### config.mk
export PLATFORM = sky130hd
export DESIGN_NAME = dda_line_color_raster_top_flat
export DESIGN_NICKNAME = d
export VERILOG_FILES = /design/src/design/dlcr_pkg.sv /design/src/design/dlcr_channels.sv /design/src/design/dda_line_color_raster_top.sv /design/src/flat_wrapper.sv
export SDC_FILE = /design/constraint.sdc
export NUM_CORES = 1
export LEC_CHECK = 0
export BUFFER_PORTS_ARGS = -buffer_cell sky130_fd_sc_hd__buf_4
export CAP_MARGIN = 20
export CORE_UTILIZATION = 60
export CTS_BUF_LIST = sky130_fd_sc_hd__clkbuf_16
export CTS_CLUSTER_SIZE = 20
export DETAILED_ROUTE_END_ITERATION = 10
export PLACE_DENSITY = 0.75
export SLEW_MARGIN = 40
export SYNTH_ARGS = -nofsm -noshare
export SYNTH_HDL_FRONTEND = slang
export SYNTH_SLANG_ARGS = --single-unit
### constraint.sdc
create_clock -name clk -period 13.4 [get_ports clk]
set_input_delay 2.68 -clock clk [delete_from_list [all_inputs] [get_ports clk]]
set_output_delay 2.68 -clock clk [all_outputs]
set_load 0.03 [all_outputs]
### src/design/dlcr_pkg.sv
// ----------------------------------------------------------------------------
// dlcr_pkg: shared definitions for the line color rasterizer
// Default parameter values, fixed field widths, item kinds, the sequencer
// states and the divider operation codes.
// ----------------------------------------------------------------------------
package dlcr_pkg;

  localparam int COORD_INT_BITS_DEF  = 12;
  localparam int COORD_FRAC_BITS_DEF = 4;
  localparam int STEP_FRAC_BITS_DEF  = 20;
  localparam int COORD_W_DEF         = COORD_INT_BITS_DEF + COORD_FRAC_BITS_DEF;

  localparam int PIX_W   = 12;
  localparam int CH_W    = 8;
  localparam int NUM_CH  = 3;
  localparam int COLOR_W = CH_W * NUM_CH;

  localparam logic KIND_START = 1'b0;
  localparam logic KIND_TICK  = 1'b1;

  typedef enum logic [1:0] {
    S_IDLE,
    S_DIV,
    S_LINE
  } state_t;

  // Divider jobs after a start, in order: x step, y step, then the three
  // color channels from the low byte up.
  typedef enum logic [2:0] {
    OP_DX,
    OP_DY,
    OP_C0,
    OP_C1,
    OP_C2
  } div_op_t;

endpackage

### src/design/dlcr_channels.sv
// ----------------------------------------------------------------------------
// dlcr channels: valid/ready interfaces of the line color rasterizer
// The input channel carries line starts and ticks, the output channel
// carries one pixel per transfer.
// ----------------------------------------------------------------------------
interface dlcr_in_if #(
  parameter int COORD_W = dlcr_pkg::COORD_W_DEF
);
  logic                          valid;
  logic                          ready;
  logic                          kind;
  logic signed [COORD_W-1:0]     start_x;
  logic signed [COORD_W-1:0]     start_y;
  logic signed [COORD_W-1:0]     end_x;
  logic signed [COORD_W-1:0]     end_y;
  logic [dlcr_pkg::COLOR_W-1:0]  start_color;
  logic [dlcr_pkg::COLOR_W-1:0]  end_color;

  modport source (
    output valid, kind, start_x, start_y, end_x, end_y, start_color, end_color,
    input  ready
  );
  modport sink (
    input  valid, kind, start_x, start_y, end_x, end_y, start_color, end_color,
    output ready
  );
endinterface

interface dlcr_out_if;
  logic                                valid;
  logic                                ready;
  logic signed [dlcr_pkg::PIX_W-1:0]   pixel_x;
  logic signed [dlcr_pkg::PIX_W-1:0]   pixel_y;
  logic [dlcr_pkg::COLOR_W-1:0]        pixel_color;
  logic                                last;

  modport source (
    output valid, pixel_x, pixel_y, pixel_color, last,
    input  ready
  );
  modport sink (
    input  valid, pixel_x, pixel_y, pixel_color, last,
    output ready
  );
endinterface

### src/design/dda_line_color_raster_top.sv
// ----------------------------------------------------------------------------
// dda_line_color_raster_top: DDA line rasterizer with a color gradient
// A start transfer on in_ch loads two endpoints and two RGB colors and emits
// the first pixel; each tick transfer emits the next pixel on out_ch, the
// final pixel carrying last. Pixel colors are linear blends of the end colors.
//
// Usage and timing:
// - A start's first pixel appears in the output register on the next cycle
//   after the start is taken.
// - For a line of nonzero length, one shared restoring divider then works out
//   the x and y steps and then the three color slopes, one after another;
//   during this work in_ch.ready stays low.
// - After that, back-to-back ticks run at one pixel per cycle while out_ch.ready
//   stays high; per-channel remainder accumulators replace a divide.
// - A start abandons any line in progress. A tick with no line in progress is
//   taken and produces no pixel. A zero-length line gives one pixel at once.
// - The output register holds a pixel until its transfer; while it is full and
//   out_ch.ready is low, in_ch.ready is low too.
// - Reset returns the block to idle with an empty output register.
// ----------------------------------------------------------------------------
module dda_line_color_raster_top #(
  parameter int COORD_INT_BITS  = dlcr_pkg::COORD_INT_BITS_DEF,
  parameter int COORD_FRAC_BITS = dlcr_pkg::COORD_FRAC_BITS_DEF,
  parameter int STEP_FRAC_BITS  = dlcr_pkg::STEP_FRAC_BITS_DEF
) (
  input  logic          clk,
  input  logic          rst_n,
  dlcr_in_if.sink       in_ch,
  dlcr_out_if.source    out_ch
);

  localparam int CI      = COORD_INT_BITS;
  localparam int CF      = COORD_FRAC_BITS;
  localparam int SF      = STEP_FRAC_BITS;
  localparam int CW      = CI + CF;
  localparam int SH      = SF - CF;
  localparam int MAG_W   = CW + SH;
  localparam int STEP_W  = SF + 2;
  localparam int POS_W   = CI + SF + 1;
  localparam int CNT_W   = $clog2(MAG_W + 1);
  localparam int PIX_W   = dlcr_pkg::PIX_W;
  localparam int CH_W    = dlcr_pkg::CH_W;
  localparam int NUM_CH  = dlcr_pkg::NUM_CH;
  localparam int COLOR_W = dlcr_pkg::COLOR_W;
  localparam int CH_SEL_W = $clog2(NUM_CH);

  // Position in pixels, truncated toward zero, low PIX_W bits.
  function automatic logic [PIX_W-1:0] to_pixel(input logic [POS_W-1:0] p);
    logic [POS_W-1:0] q;
    logic             adj;
    q   = $signed(p) >>> SF;
    adj = p[POS_W-1] && (p[SF-1:0] != '0);
    return q[PIX_W-1:0] + {{(PIX_W-1){1'b0}}, adj};
  endfunction

  dlcr_pkg::state_t  state_r, state_nxt;
  dlcr_pkg::div_op_t op_r;

  // Line state
  logic [POS_W-1:0]   pos_x_r, pos_y_r;
  logic [STEP_W-1:0]  step_x_r, step_y_r;
  logic [CI-1:0]      pixel_index_r, step_total_r;
  logic [COLOR_W-1:0] color_from_r, color_to_r;
  logic [CW-1:0]      dx_mag_r, dy_mag_r;
  logic               dx_neg_r, dy_neg_r;
  logic [CH_W-1:0]    q0_r    [NUM_CH];
  logic [CI-1:0]      r0_r    [NUM_CH];
  logic [CH_W-1:0]    acc_q_r [NUM_CH];
  logic [CI-1:0]      acc_r_r [NUM_CH];

  // Shared divider
  logic [MAG_W-1:0]   div_q_r;
  logic [CI-1:0]      div_rem_r;
  logic [CNT_W-1:0]   div_cnt_r;

  // Output register
  logic               out_valid_r, out_valid_nxt;
  logic [PIX_W-1:0]   pix_x_r, pix_y_r;
  logic [COLOR_W-1:0] pix_color_r;
  logic               pix_last_r;

  // Combinational signals
  logic               in_ready_w, in_xfer_w, start_w, tick_w, last_tick_w;
  logic [CW:0]        dx_w, dy_w;
  logic [CW-1:0]      dx_abs_w, dy_abs_w, mx_w;
  logic [CI-1:0]      dt_w;
  logic [POS_W-1:0]   pos_x_init_w, pos_y_init_w;
  logic [CH_W-1:0]    cmag_w [NUM_CH];
  logic               cneg_w [NUM_CH];
  logic [COLOR_W-1:0] tick_color_w;
  logic [CH_W-1:0]    acc_q_nxt [NUM_CH];
  logic [CI-1:0]      acc_r_nxt [NUM_CH];
  logic [CI:0]        r_sum_w   [NUM_CH];
  logic [CI:0]        r_sub_w   [NUM_CH];
  logic [CI:0]        rem_sh_w, rem_sub_w;
  logic               div_ge_w, div_done_w;
  logic [CI-1:0]      rem_step_w;
  logic [MAG_W-1:0]   q_step_w, load_dvd_w;
  logic [CNT_W-1:0]   load_cnt_w;
  logic               op_is_color_w;
  logic [CH_SEL_W-1:0] ch_sel_w;
  logic [STEP_W-1:0]  step_res_w;
  logic [POS_W-1:0]   step_res_ext_w;
  logic [POS_W-1:0]   step_x_ext_w, step_y_ext_w;

  // Start decode: deltas, dominant axis length and starting positions
  always_comb begin
    dx_w = {in_ch.end_x[CW-1], in_ch.end_x} - {in_ch.start_x[CW-1], in_ch.start_x};
    dy_w = {in_ch.end_y[CW-1], in_ch.end_y} - {in_ch.start_y[CW-1], in_ch.start_y};
    dx_abs_w = dx_w[CW] ? (~dx_w[CW-1:0] + 1'b1) : dx_w[CW-1:0];
    dy_abs_w = dy_w[CW] ? (~dy_w[CW-1:0] + 1'b1) : dy_w[CW-1:0];
    mx_w = (dx_abs_w > dy_abs_w) ? dx_abs_w : dy_abs_w;
    dt_w = mx_w[CW-1:CF];
    pos_x_init_w = {{(POS_W-CW-SH){in_ch.start_x[CW-1]}}, in_ch.start_x, {SH{1'b0}}};
    pos_y_init_w = {{(POS_W-CW-SH){in_ch.start_y[CW-1]}}, in_ch.start_y, {SH{1'b0}}};
  end

  // Color channels: slope magnitude and direction, tick color, accumulator
  // advance. The remainder stays below dt, so one compare and subtract is
  // enough for each pixel.
  always_comb begin
    for (int ch = 0; ch < NUM_CH; ch++) begin
      cneg_w[ch] = color_to_r[ch*CH_W +: CH_W] < color_from_r[ch*CH_W +: CH_W];
      cmag_w[ch] = cneg_w[ch]
                 ? color_from_r[ch*CH_W +: CH_W] - color_to_r[ch*CH_W +: CH_W]
                 : color_to_r[ch*CH_W +: CH_W] - color_from_r[ch*CH_W +: CH_W];
      tick_color_w[ch*CH_W +: CH_W] = cneg_w[ch]
                 ? color_from_r[ch*CH_W +: CH_W] - acc_q_r[ch]
                 : color_from_r[ch*CH_W +: CH_W] + acc_q_r[ch];
      r_sum_w[ch] = {1'b0, acc_r_r[ch]} + {1'b0, r0_r[ch]};
      r_sub_w[ch] = r_sum_w[ch] - {1'b0, step_total_r};
      if (r_sum_w[ch] >= {1'b0, step_total_r}) begin
        acc_r_nxt[ch] = r_sub_w[ch][CI-1:0];
        acc_q_nxt[ch] = acc_q_r[ch] + q0_r[ch] + 1'b1;
      end else begin
        acc_r_nxt[ch] = r_sum_w[ch][CI-1:0];
        acc_q_nxt[ch] = acc_q_r[ch] + q0_r[ch];
      end
    end
  end

  // Shared divider step and job selection
  always_comb begin
    rem_sh_w   = {div_rem_r, div_q_r[MAG_W-1]};
    rem_sub_w  = rem_sh_w - {1'b0, step_total_r};
    div_ge_w   = rem_sh_w >= {1'b0, step_total_r};
    rem_step_w = div_ge_w ? rem_sub_w[CI-1:0] : rem_sh_w[CI-1:0];
    q_step_w   = {div_q_r[MAG_W-2:0], div_ge_w};
    div_done_w = (state_r == dlcr_pkg::S_DIV) && (div_cnt_r == CNT_W'(1));

    load_dvd_w    = '0;
    load_cnt_w    = CNT_W'(MAG_W);
    op_is_color_w = 1'b0;
    ch_sel_w      = '0;
    unique case (op_r)
      dlcr_pkg::OP_DX: begin
        load_dvd_w = {dx_mag_r, {SH{1'b0}}};
      end
      dlcr_pkg::OP_DY: begin
        load_dvd_w = {dy_mag_r, {SH{1'b0}}};
      end
      dlcr_pkg::OP_C0: begin
        op_is_color_w = 1'b1;
        ch_sel_w      = CH_SEL_W'(0);
      end
      dlcr_pkg::OP_C1: begin
        op_is_color_w = 1'b1;
        ch_sel_w      = CH_SEL_W'(1);
      end
      dlcr_pkg::OP_C2: begin
        op_is_color_w = 1'b1;
        ch_sel_w      = CH_SEL_W'(2);
      end
      default: begin
        op_is_color_w = 1'b0;
      end
    endcase
    if (op_is_color_w) begin
      load_dvd_w = {cmag_w[ch_sel_w], {(MAG_W-CH_W){1'b0}}};
      load_cnt_w = CNT_W'(CH_W);
    end

    // Quotient magnitude of a step is below 2^(SF+1), so it fits STEP_W bits.
    if (op_r == dlcr_pkg::OP_DX) begin
      step_res_w = dx_neg_r ? (~q_step_w[STEP_W-1:0] + 1'b1) : q_step_w[STEP_W-1:0];
    end else begin
      step_res_w = dy_neg_r ? (~q_step_w[STEP_W-1:0] + 1'b1) : q_step_w[STEP_W-1:0];
    end
    step_res_ext_w = {{(POS_W-STEP_W){step_res_w[STEP_W-1]}}, step_res_w};
    step_x_ext_w   = {{(POS_W-STEP_W){step_x_r[STEP_W-1]}}, step_x_r};
    step_y_ext_w   = {{(POS_W-STEP_W){step_y_r[STEP_W-1]}}, step_y_r};
  end

  // Sequencer and handshake
  always_comb begin
    in_ready_w  = rst_n && (state_r != dlcr_pkg::S_DIV) && (!out_valid_r || out_ch.ready);
    in_xfer_w   = in_ch.valid && in_ready_w;
    start_w     = in_xfer_w && (in_ch.kind == dlcr_pkg::KIND_START);
    tick_w      = in_xfer_w && (in_ch.kind == dlcr_pkg::KIND_TICK)
                  && (state_r == dlcr_pkg::S_LINE);
    last_tick_w = pixel_index_r >= step_total_r;

    if (start_w || tick_w) begin
      out_valid_nxt = 1'b1;
    end else if (out_ch.ready) begin
      out_valid_nxt = 1'b0;
    end else begin
      out_valid_nxt = out_valid_r;
    end

    state_nxt = state_r;
    unique case (state_r)
      dlcr_pkg::S_IDLE, dlcr_pkg::S_LINE: begin
        if (start_w) begin
          state_nxt = (dt_w == '0) ? dlcr_pkg::S_IDLE : dlcr_pkg::S_DIV;
        end else if (tick_w && last_tick_w) begin
          state_nxt = dlcr_pkg::S_IDLE;
        end
      end
      dlcr_pkg::S_DIV: begin
        if (div_done_w && (op_r == dlcr_pkg::OP_C2)) begin
          state_nxt = dlcr_pkg::S_LINE;
        end
      end
      default: begin
        state_nxt = dlcr_pkg::S_IDLE;
      end
    endcase
  end

  always_ff @(posedge clk) begin
    if (!rst_n) begin
      state_r     <= dlcr_pkg::S_IDLE;
      out_valid_r <= 1'b0;
      op_r        <= dlcr_pkg::OP_DX;
      div_cnt_r   <= '0;
    end else begin
      state_r     <= state_nxt;
      out_valid_r <= out_valid_nxt;
      if (start_w) begin
        op_r      <= dlcr_pkg::OP_DX;
        div_cnt_r <= '0;
      end else if (state_r == dlcr_pkg::S_DIV) begin
        if (div_cnt_r == '0) begin
          div_cnt_r <= load_cnt_w;
        end else begin
          div_cnt_r <= div_cnt_r - 1'b1;
          if (div_done_w && (op_r != dlcr_pkg::OP_C2)) begin
            op_r <= dlcr_pkg::div_op_t'(op_r + 3'd1);
          end
        end
      end
    end
  end

  // Datapath and output payload
  always_ff @(posedge clk) begin
    if (start_w) begin
      color_from_r  <= in_ch.start_color;
      color_to_r    <= in_ch.end_color;
      step_total_r  <= dt_w;
      pos_x_r       <= pos_x_init_w;
      pos_y_r       <= pos_y_init_w;
      pixel_index_r <= CI'(1);
      dx_mag_r      <= dx_abs_w;
      dy_mag_r      <= dy_abs_w;
      dx_neg_r      <= dx_w[CW];
      dy_neg_r      <= dy_w[CW];
      pix_x_r       <= to_pixel(pos_x_init_w);
      pix_y_r       <= to_pixel(pos_y_init_w);
      pix_color_r   <= in_ch.start_color;
      pix_last_r    <= (dt_w == '0);
    end else if (tick_w) begin
      pix_x_r     <= to_pixel(pos_x_r);
      pix_y_r     <= to_pixel(pos_y_r);
      pix_color_r <= tick_color_w;
      pix_last_r  <= last_tick_w;
      if (!last_tick_w) begin
        pixel_index_r <= pixel_index_r + 1'b1;
        pos_x_r       <= pos_x_r + step_x_ext_w;
        pos_y_r       <= pos_y_r + step_y_ext_w;
        for (int ch = 0; ch < NUM_CH; ch++) begin
          acc_q_r[ch] <= acc_q_nxt[ch];
          acc_r_r[ch] <= acc_r_nxt[ch];
        end
      end
    end else if (state_r == dlcr_pkg::S_DIV) begin
      if (div_cnt_r == '0) begin
        div_q_r   <= load_dvd_w;
        div_rem_r <= '0;
      end else begin
        div_q_r   <= q_step_w;
        div_rem_r <= rem_step_w;
        // On the final step the results go to the line state; the position
        // moves to the second pixel once its step is known.
        if (div_done_w) begin
          if (op_is_color_w) begin
            q0_r[ch_sel_w]    <= q_step_w[CH_W-1:0];
            r0_r[ch_sel_w]    <= rem_step_w;
            acc_q_r[ch_sel_w] <= q_step_w[CH_W-1:0];
            acc_r_r[ch_sel_w] <= rem_step_w;
          end else if (op_r == dlcr_pkg::OP_DX) begin
            step_x_r <= step_res_w;
            pos_x_r  <= pos_x_r + step_res_ext_w;
          end else begin
            step_y_r <= step_res_w;
            pos_y_r  <= pos_y_r + step_res_ext_w;
          end
        end
      end
    end
  end

  assign in_ch.ready        = in_ready_w;
  assign out_ch.valid       = out_valid_r;
  assign out_ch.pixel_x     = pix_x_r;
  assign out_ch.pixel_y     = pix_y_r;
  assign out_ch.pixel_color = pix_color_r;
  assign out_ch.last        = pix_last_r;

endmodule
### src/flat_wrapper.sv
// flat-port wrapper written by rule: the top's interface ports become plain ports
module dda_line_color_raster_top_flat 
#(
  parameter int COORD_INT_BITS  = dlcr_pkg::COORD_INT_BITS_DEF,
  parameter int COORD_FRAC_BITS = dlcr_pkg::COORD_FRAC_BITS_DEF,
  parameter int STEP_FRAC_BITS  = dlcr_pkg::STEP_FRAC_BITS_DEF
)
  (clk, rst_n, in_ch_valid, in_ch_kind, in_ch_start_x, in_ch_start_y, in_ch_end_x, in_ch_end_y, in_ch_start_color, in_ch_end_color, in_ch_ready, out_ch_valid, out_ch_pixel_x, out_ch_pixel_y, out_ch_pixel_color, out_ch_last, out_ch_ready);
  dlcr_in_if in_ch_i ();
  dlcr_out_if out_ch_i ();
  input  logic clk;
  input  logic rst_n;
  input wire logic [$bits(in_ch_i.valid)-1:0] in_ch_valid;
  input wire logic [$bits(in_ch_i.kind)-1:0] in_ch_kind;
  input wire logic [$bits(in_ch_i.start_x)-1:0] in_ch_start_x;
  input wire logic [$bits(in_ch_i.start_y)-1:0] in_ch_start_y;
  input wire logic [$bits(in_ch_i.end_x)-1:0] in_ch_end_x;
  input wire logic [$bits(in_ch_i.end_y)-1:0] in_ch_end_y;
  input wire logic [$bits(in_ch_i.start_color)-1:0] in_ch_start_color;
  input wire logic [$bits(in_ch_i.end_color)-1:0] in_ch_end_color;
  output wire logic [$bits(in_ch_i.ready)-1:0] in_ch_ready;
  output wire logic [$bits(out_ch_i.valid)-1:0] out_ch_valid;
  output wire logic [$bits(out_ch_i.pixel_x)-1:0] out_ch_pixel_x;
  output wire logic [$bits(out_ch_i.pixel_y)-1:0] out_ch_pixel_y;
  output wire logic [$bits(out_ch_i.pixel_color)-1:0] out_ch_pixel_color;
  output wire logic [$bits(out_ch_i.last)-1:0] out_ch_last;
  input wire logic [$bits(out_ch_i.ready)-1:0] out_ch_ready;
  assign in_ch_i.valid = in_ch_valid;
  assign in_ch_i.kind = in_ch_kind;
  assign in_ch_i.start_x = in_ch_start_x;
  assign in_ch_i.start_y = in_ch_start_y;
  assign in_ch_i.end_x = in_ch_end_x;
  assign in_ch_i.end_y = in_ch_end_y;
  assign in_ch_i.start_color = in_ch_start_color;
  assign in_ch_i.end_color = in_ch_end_color;
  assign in_ch_ready = in_ch_i.ready;
  assign out_ch_valid = out_ch_i.valid;
  assign out_ch_pixel_x = out_ch_i.pixel_x;
  assign out_ch_pixel_y = out_ch_i.pixel_y;
  assign out_ch_pixel_color = out_ch_i.pixel_color;
  assign out_ch_last = out_ch_i.last;
  assign out_ch_i.ready = out_ch_ready;
  dda_line_color_raster_top #(.COORD_INT_BITS(COORD_INT_BITS), .COORD_FRAC_BITS(COORD_FRAC_BITS), .STEP_FRAC_BITS(STEP_FRAC_BITS)) u_core (.clk(clk), .rst_n(rst_n), .in_ch(in_ch_i), .out_ch(out_ch_i));
endmodule
==> results of run 1 <==
flip-flops by register name, indices dropped and copies added, names as in the netlist, 6 cells and up:
register and cells:
u_core.q0_r 24, u_core.pixel_index_r 12, u_core.pos_x_r 33, u_core.pos_y_r 33, u_core.dx_mag_r 16, u_core.div_q_r 32, u_core.out_ch.pixel_color 24, u_core.out_ch.pixel_y 12
u_core.step_x_r 22, u_core.color_to_r 24, u_core.color_from_r 24, u_core.acc_r_r 36, u_core.out_ch.pixel_x 12, u_core.acc_q_r 24, u_core.step_total_r 12, u_core.div_cnt_r 6
u_core.div_rem_r 12, u_core.r0_r 36, u_core.step_y_r 22, u_core.dy_mag_r 16
routing by layer:
metal,vias up,share of wire
met5,-,0
met2,814,0.48
met3,186,0.059
li1,12600,-
met4,0,0.040
met1,12600,0.42
metrics by stage:
step | util | instance area [sq um] | power (W) | hold slack [ps]
floorplan | - | 32400 | 0.00227 | 456
global placement | 0.650 | 34400 | 0.00252 | 472
detailed placement | 0.650 | 34500 | 0.00255 | 481
CTS | 0.684 | 36200 | 0.00404 | 486
global route | 0.685 | 36300 | 0.00419 | 500
finish | 0.685 | 36300 | 0.00404 | 488
where the power goes:
part | internal (W) | switching, W | total [W] | leakage (nW)
sequential | 0.00157 | 0.0000264 | 0.00160 | 3.95
clock | 0.000892 | 0.000602 | 0.00149 | 0.869
combinational | 0.000366 | 0.000579 | 0.000944 | 10.4
worst max-delay path, stage by stage:
cell      delay, ps
buf_4           110
inv_1            50
ha_1            150
inv_1            50
fa_1            420
a211oi_2        360
o21ai_1         200
and4bb_1        280
o41ai_1         410
xnor2_1         160
nor3_1          200
nand4_1         140
mux2_1          350
xnor2_1         480
ha_1            230
nand4_1         130
o41ai_1         460
nor2_1          120
buf_4           220
mux2_4          320
a2111o_1        410
o311a_1         340
cell usage in the layout, fill, tap and decap left out, drive strengths merged, types with 31 or more instances in the layout:
master  Yosys  final
edfxtp    385    385
ha        319    319
a21oi     307    307
nor2      292    292
inv       251    254
nand2     241    241
xnor2     214    214
buf        21    196
o21ai     196    196
xor2       91     91
nand3      88     88
mux2i      82     82
a21o       76     76
nor3       63     63
dfxtp      56     56
clkbuf     73     53
o21bai     50     50
o21a       44     44
nor2b      39     39
nand2b     38     38
nand4      34     34
or3        31     31
area by class of cell:
cell class	count	area share
Inverter	251	0.0264
Multi-Input combinational cell	2605	0.510
Clock inverter	40	0.0122
Sequential cell	441	0.350
Timing Repair Buffer	196	0.0412
Clock buffer	53	0.0366
Tap cell	688	0.0237
how the worst max path moves through the flow:
stage                         from                endpoint  slack [ps]  cells past startpoint
floorplan             out_ch_ready  u_core.color_from_r[0]        5870                      9
global placement    in_ch_end_x[0]       u_core.state_r[0]        5250                     22
detailed placement  in_ch_end_x[0]       u_core.state_r[0]        5110                     22
CTS                 in_ch_end_x[0]       u_core.state_r[0]        5710                     22
global route        in_ch_end_x[0]       u_core.state_r[0]        5310                     22
finish              in_ch_end_x[0]       u_core.state_r[0]        5610                     22
kinds of logic (layout without fill, tap and decap cells):
family,Yosys count,count (layout),share of synthesized area
AND/OR/NAND/NOR,956,956,0.141
AO/OA/AOI/OAI,895,895,0.173
flip-flops,441,441,0.391
buffers and inverters,345,540,0.0404
adder cells (fa/ha/maj),342,342,0.137
XOR/XNOR,305,305,0.0826
multiplexers,107,107,0.0341
==> results.yml, run 1 <==
outcome:
  status: "finished, final reports clean"
setup_path:
  arrival_ps: 8270
  r2r-end: "u_core.pos_y_r[31]"
  crit_fanout: 21
  start_kind: "primary input"
  r2r_start: "u_core.step_total_r[1]"
  required_ps: 13880
  worst-setup-path-type: "primary input to register"
  cp-end-kind: "register"
  reg2reg_depth: 28
  ff2ff_setup_slack_ps: 5850
worst_hold_path:
  hp-class: "register to register"
  hold_depth: 2
  hold_path.startpoint: "u_core.pos_y_r[0]"
  holdPathEnd: "u_core.pos_y_r[0]"
floorplan:
  die-area_sq_um: 55000
  core_area_sq_um: 53000
  start_util: 0.612
  fp.dieW_um: 234
  fp-row-count: 84
  die_height_um: 234
  io_pins: 168
placed_design:
  gp_congestion: 0.946
  hpwl_um: 65800
  port_buffers: 167
  dp_cells: 4180
  pre_cts_ws_ps: 5110
cts:
  hold_buffers: 0
  cts_tree: "yes"
  htree_levels: 2
  cts_sinks: 441
  clk_latency_ps: 610
  tritoncts.num_buffers: 52
  cts.path.max_buffers: 3
  post_cts_resize_count: 0
  clockRootBuffer: "clkbuf_16"
  clk_pin_slew_ps: 60
  cts_setup_buffers: 0
sta:
  report.final.slew_viol_count: 0
  slew_headroom: 0.397
  clock.fmax_ghz: 0.128
  worst_pin_slew_ps: 894
  hold_viol: 0
  fin_setup_tns_ps: 0
  finalCritPeriodShare: 0.581
  setup_violations: 0
  skew_ps: 28.2
  rsz0062_at_grt: "false"
  min_period_ps: 7790
  finalWorstSetupSlack_ps: 5610
final_layout:
  n_fill_cell: 4156
  drive_above_1_share: 0.102
  syn2layout_area_growth_pct: 11.8
  antenna_cells: 0
  multi_input_area_sq_um: 18500
  final_cells: 4274
  ff_latch_area_sq_um: 12700
  fin_nets: 4006
detailed_routing:
  wl_um: 87200
  routedWlPerCell_um: 20.4
  vias: 26300
  drt-initial-drc-count: 2031
  remaining_drc_errors: 0
  viasPerCell: 6.15
  ant_nets: 0
  first_pass_iters: 5
logic_synthesis:
  ys_top_cells_by_count: "385 x edfxtp_1, 319 x ha_1, 305 x a21oi_1"
  ys_seq_elements: 441
  syn_area_sq_um: 32400
  syn_inst: 3391
  synth_top_area_frac: 0.357
  avgSynthCellArea_sq_um: 9.56
  syn-num-nets: 3850
  seq_area_frac_synth: 0.391
  synth_ff_type: "edfxtp_1"
  async_flop_share: 0
  synth_area_leaders: "edfxtp_1 36%, ha_1 12%, xnor2_1 5.8%, a21oi_1 4.7%, dfxtp_1 3.5%"
  yosys.area.top_type: "edfxtp_1"
  synth-edff-count: 385
  synth_most_common_cell: "edfxtp_1"
  ys_types: 100
  yosysWarningCount: 0
power:
  p_per_area_nw_per_um2: 111
  vdd_drop_max_mv: 0.105
  leakage_nw: 15.3
grt:
  first_global_vias: 25700
  busiest_layer: "met2"
  antenna_found_initial: 0
  grt_use_met2: 0.536
  grt_usage: 0.315
  overflow: 0
  grt_pass1_wl_um: 136000
  grt_max_degree: 169
  use_met1: 0.401
  use_met3: 0.0436
flow_run:
  maxCapViolations: 0
No activity file was read; power rests on OpenSTA's default activity.
==> run 2, diff against run 1 <==
- ABC_AREA: not set -> 1
- CORE_UTILIZATION: 60 -> 57
- clock period: 13.4 -> 6.3 ns (I/O delays scaled with it)
==> results.yml, run 2 <==
power:
  seqPwrFrac: 0.383
  leakage_nw: 17.4
  intPower_w: 0.00610
  switching_power_w: 0.00293
  p_clk_frac: 0.345
  p_per_area_nw_per_um2: 240
  vdd_drop_max_mv: 0.212
  netSwitchingFraction: 0.324
  p_comb_frac: 0.272
final_layout:
  drive_above_1_share: 0.0949
  mostFrequentLayoutCell: "nand2_1"
  largest_registers: "u_core.acc_r_r (36), u_core.r0_r (36)"
  syn2layout_area_growth_pct: 11.5
  n_fill_cell: 4964
  fin_nets: 4824
  finalInstanceArea_sq_um: 37600
  mostFrequentLayoutCells: "873 x nand2_1, 580 x inv_1, 386 x nor2_1, 385 x edfxtp_1, 319 x ha_1"
  final_cells: 5176
logic_synthesis:
  yosysWarningCount: 0
  synth_area_leaders: "edfxtp_1 34%, ha_1 12%, nand2_1 9.8%, inv_1 6.4%, o21ai_0 4.5%"
  synth_ff_type: "edfxtp_1"
  synth_most_common_cell: "nand2_1"
  yosys.area.top_type: "edfxtp_1"
  ys_types: 75
  syn_inst: 4203
  syn-num-nets: 4662
  async_flop_share: 0
  ys_seq_elements: 441
  avgSynthCellArea_sq_um: 8.02
  syn_area_sq_um: 33700
  ys_top_cells_by_count: "877 x nand2_1, 576 x inv_1, 389 x nor2_1"
  synth-edff-count: 385
  seq_area_frac_synth: 0.376
  synth_top_area_frac: 0.343
placed_design:
  gp_congestion: 1.05
  dp_cells: 5076
  placed_area_sq_um: 35800
  port_buffers: 167
  hpwl_um: 69600
setup_path:
  required_ps: 6620
  start_kind: "register"
  critPathSlowestCell: "edfxtp_1"
  arrival_ps: 6160
  max_stage_delay_ps: 370
  path_common_cell: "nand2_1"
  cp-end-kind: "register"
  path_buf_inv: 3
  crit_fanout: 5
  crit_family: "simple AND/OR/NAND/NOR gates"
  worst-setup-path-type: "register to register"
floorplan:
  start_util: 0.581
  io_pins: 168
  core_area_sq_um: 58000
  fp-row-count: 88
  die_height_um: 245
  fp.dieW_um: 245
  die-area_sq_um: 60100
grt:
  antenna_found_initial: 5
  use_met1: 0.370
  first_global_vias: 27600
  grt_max_degree: 186
  overflow: 0
  grt_usage: 0.295
  grt_use_met2: 0.516
  use_met3: 0.0382
  busiest_layer: "met2"
  grt_pass1_wl_um: 141000
sta:
  setup_violations: 0
  skew_ps: 26.2
  hold_viol: 0
  finalCritPeriodShare: 0.927
  slew_headroom: 0.424
  worst_pin_slew_ps: 855
  fin_setup_tns_ps: 0
  report.final.slew_viol_count: 0
  min_period_ps: 5840
  clock.fmax_ghz: 0.171
cts:
  cts_sinks: 441
  clockRootBuffer: "clkbuf_16"
  htree_levels: 2
  clk_pin_slew_ps: 60
  cts.path.max_buffers: 3
  tritoncts.num_buffers: 51
  cts_setup_buffers: 0
  clk_latency_ps: 610
  hold_buffers: 0
  cts_tree: "yes"
flow_run:
  maxCapViolations: 0
detailed_routing:
  remaining_drc_errors: 0
  ant_nets: 0
  viasPerCell: 5.60
  routedWlPerCell_um: 17.4
  vias: 29000
  drt-initial-drc-count: 2145
  first_pass_iters: 7
  wl_um: 89900
worst_hold_path:
  hp-class: "register to register"
outcome:
  status: "finished, final reports clean"
==> run 2: power groups by stage <==
stage | sequential (W) | clock, W | combinational [W]
floorplan | 0.00353 | 0 | 0.00173
detailed placement | 0.00352 | 0 | 0.00241
global placement | 0.00352 | 0 | 0.00237
finish | 0.00346 | 0.00312 | 0.00246
global route | 0.00347 | 0.00327 | 0.00275
CTS | 0.00346 | 0.00316 | 0.00243
==> run 2: final timing paths <==
path                              to  slack (ps)  depth (start not counted)               startpoint
max               u_core.pos_x_r[30]         460                         34   u_core.step_total_r[2]
min          u_core.pixel_index_r[9]         490                          2  u_core.pixel_index_r[9]
max reg2reg       u_core.pos_x_r[30]         460                         34   u_core.step_total_r[2]
min reg2reg  u_core.pixel_index_r[9]         490                          2  u_core.pixel_index_r[9]
==> run 2: worst min-delay path, stage by stage (launching register included) <==
cell,delay [ps]
dfxtp_1,330
inv_1,60
a21oi_1,50
==> run 2: repair_timing <==
action,in CTS,in global routing
setup endpoints to repair,0,9
resized for setup,0,7
endpoints found under the hold margin,0,0
==> run 2: area by class of cell <==
type,count,area [sq um],share of cell area
Tap cell,765,957,0.0255
Clock buffer,54,1350,0.0359
Multi-Input combinational cell,3086,18500,0.491
Antenna cell,5,12.5,0.000333
Clock inverter,40,404,0.0108
Timing Repair Buffer,194,1490,0.0396
Sequential cell,441,12700,0.337
Inverter,591,2220,0.0591
==> run 2: stage by stage <==
| step | setup WS [ps] | total power (W) | util | hold WS [ps] |
|---|---|---|---|---|
| finish | 459 | 0.00903 | 0.648 | 487 |
| global route | -0.847 | 0.00949 | 0.648 | 511 |
| floorplan | 483 | 0.00525 | - | 440 |
| detailed placement | 332 | 0.00593 | 0.616 | 475 |
| CTS | 282 | 0.00905 | 0.647 | 492 |
| global placement | 405 | 0.00589 | 0.616 | 468 |
==> run 2: cells by family (layout without fill, tap and decap cells) <==
group | Yosys count | count (layout) | synth area share
DFF | 441 | 441 | 0.376
and+or+nand+nor | 1704 | 1704 | 0.217
AOI/OAI and AO/OA | 805 | 805 | 0.135
adders and majority gates | 342 | 342 | 0.132
buffers and inverters | 676 | 879 | 0.0781
other | 0 | 5 | 0
xor gates and xnor gates | 233 | 233 | 0.0608
muxes | 2 | 2 | 0.000594
==> run 2: metal layers <==
| metal | wire, um | part of all wire | vias to the layer above |
|---|---|---|---|
| met5 | 0 | 0 | - |
| met4 | 3330 | 0.037 | 0 |
| met3 | 5050 | 0.056 | 180 |
| met2 | 43500 | 0.48 | 873 |
| met1 | 38000 | 0.42 | 13400 |
| li1 | - | - | 14500 |
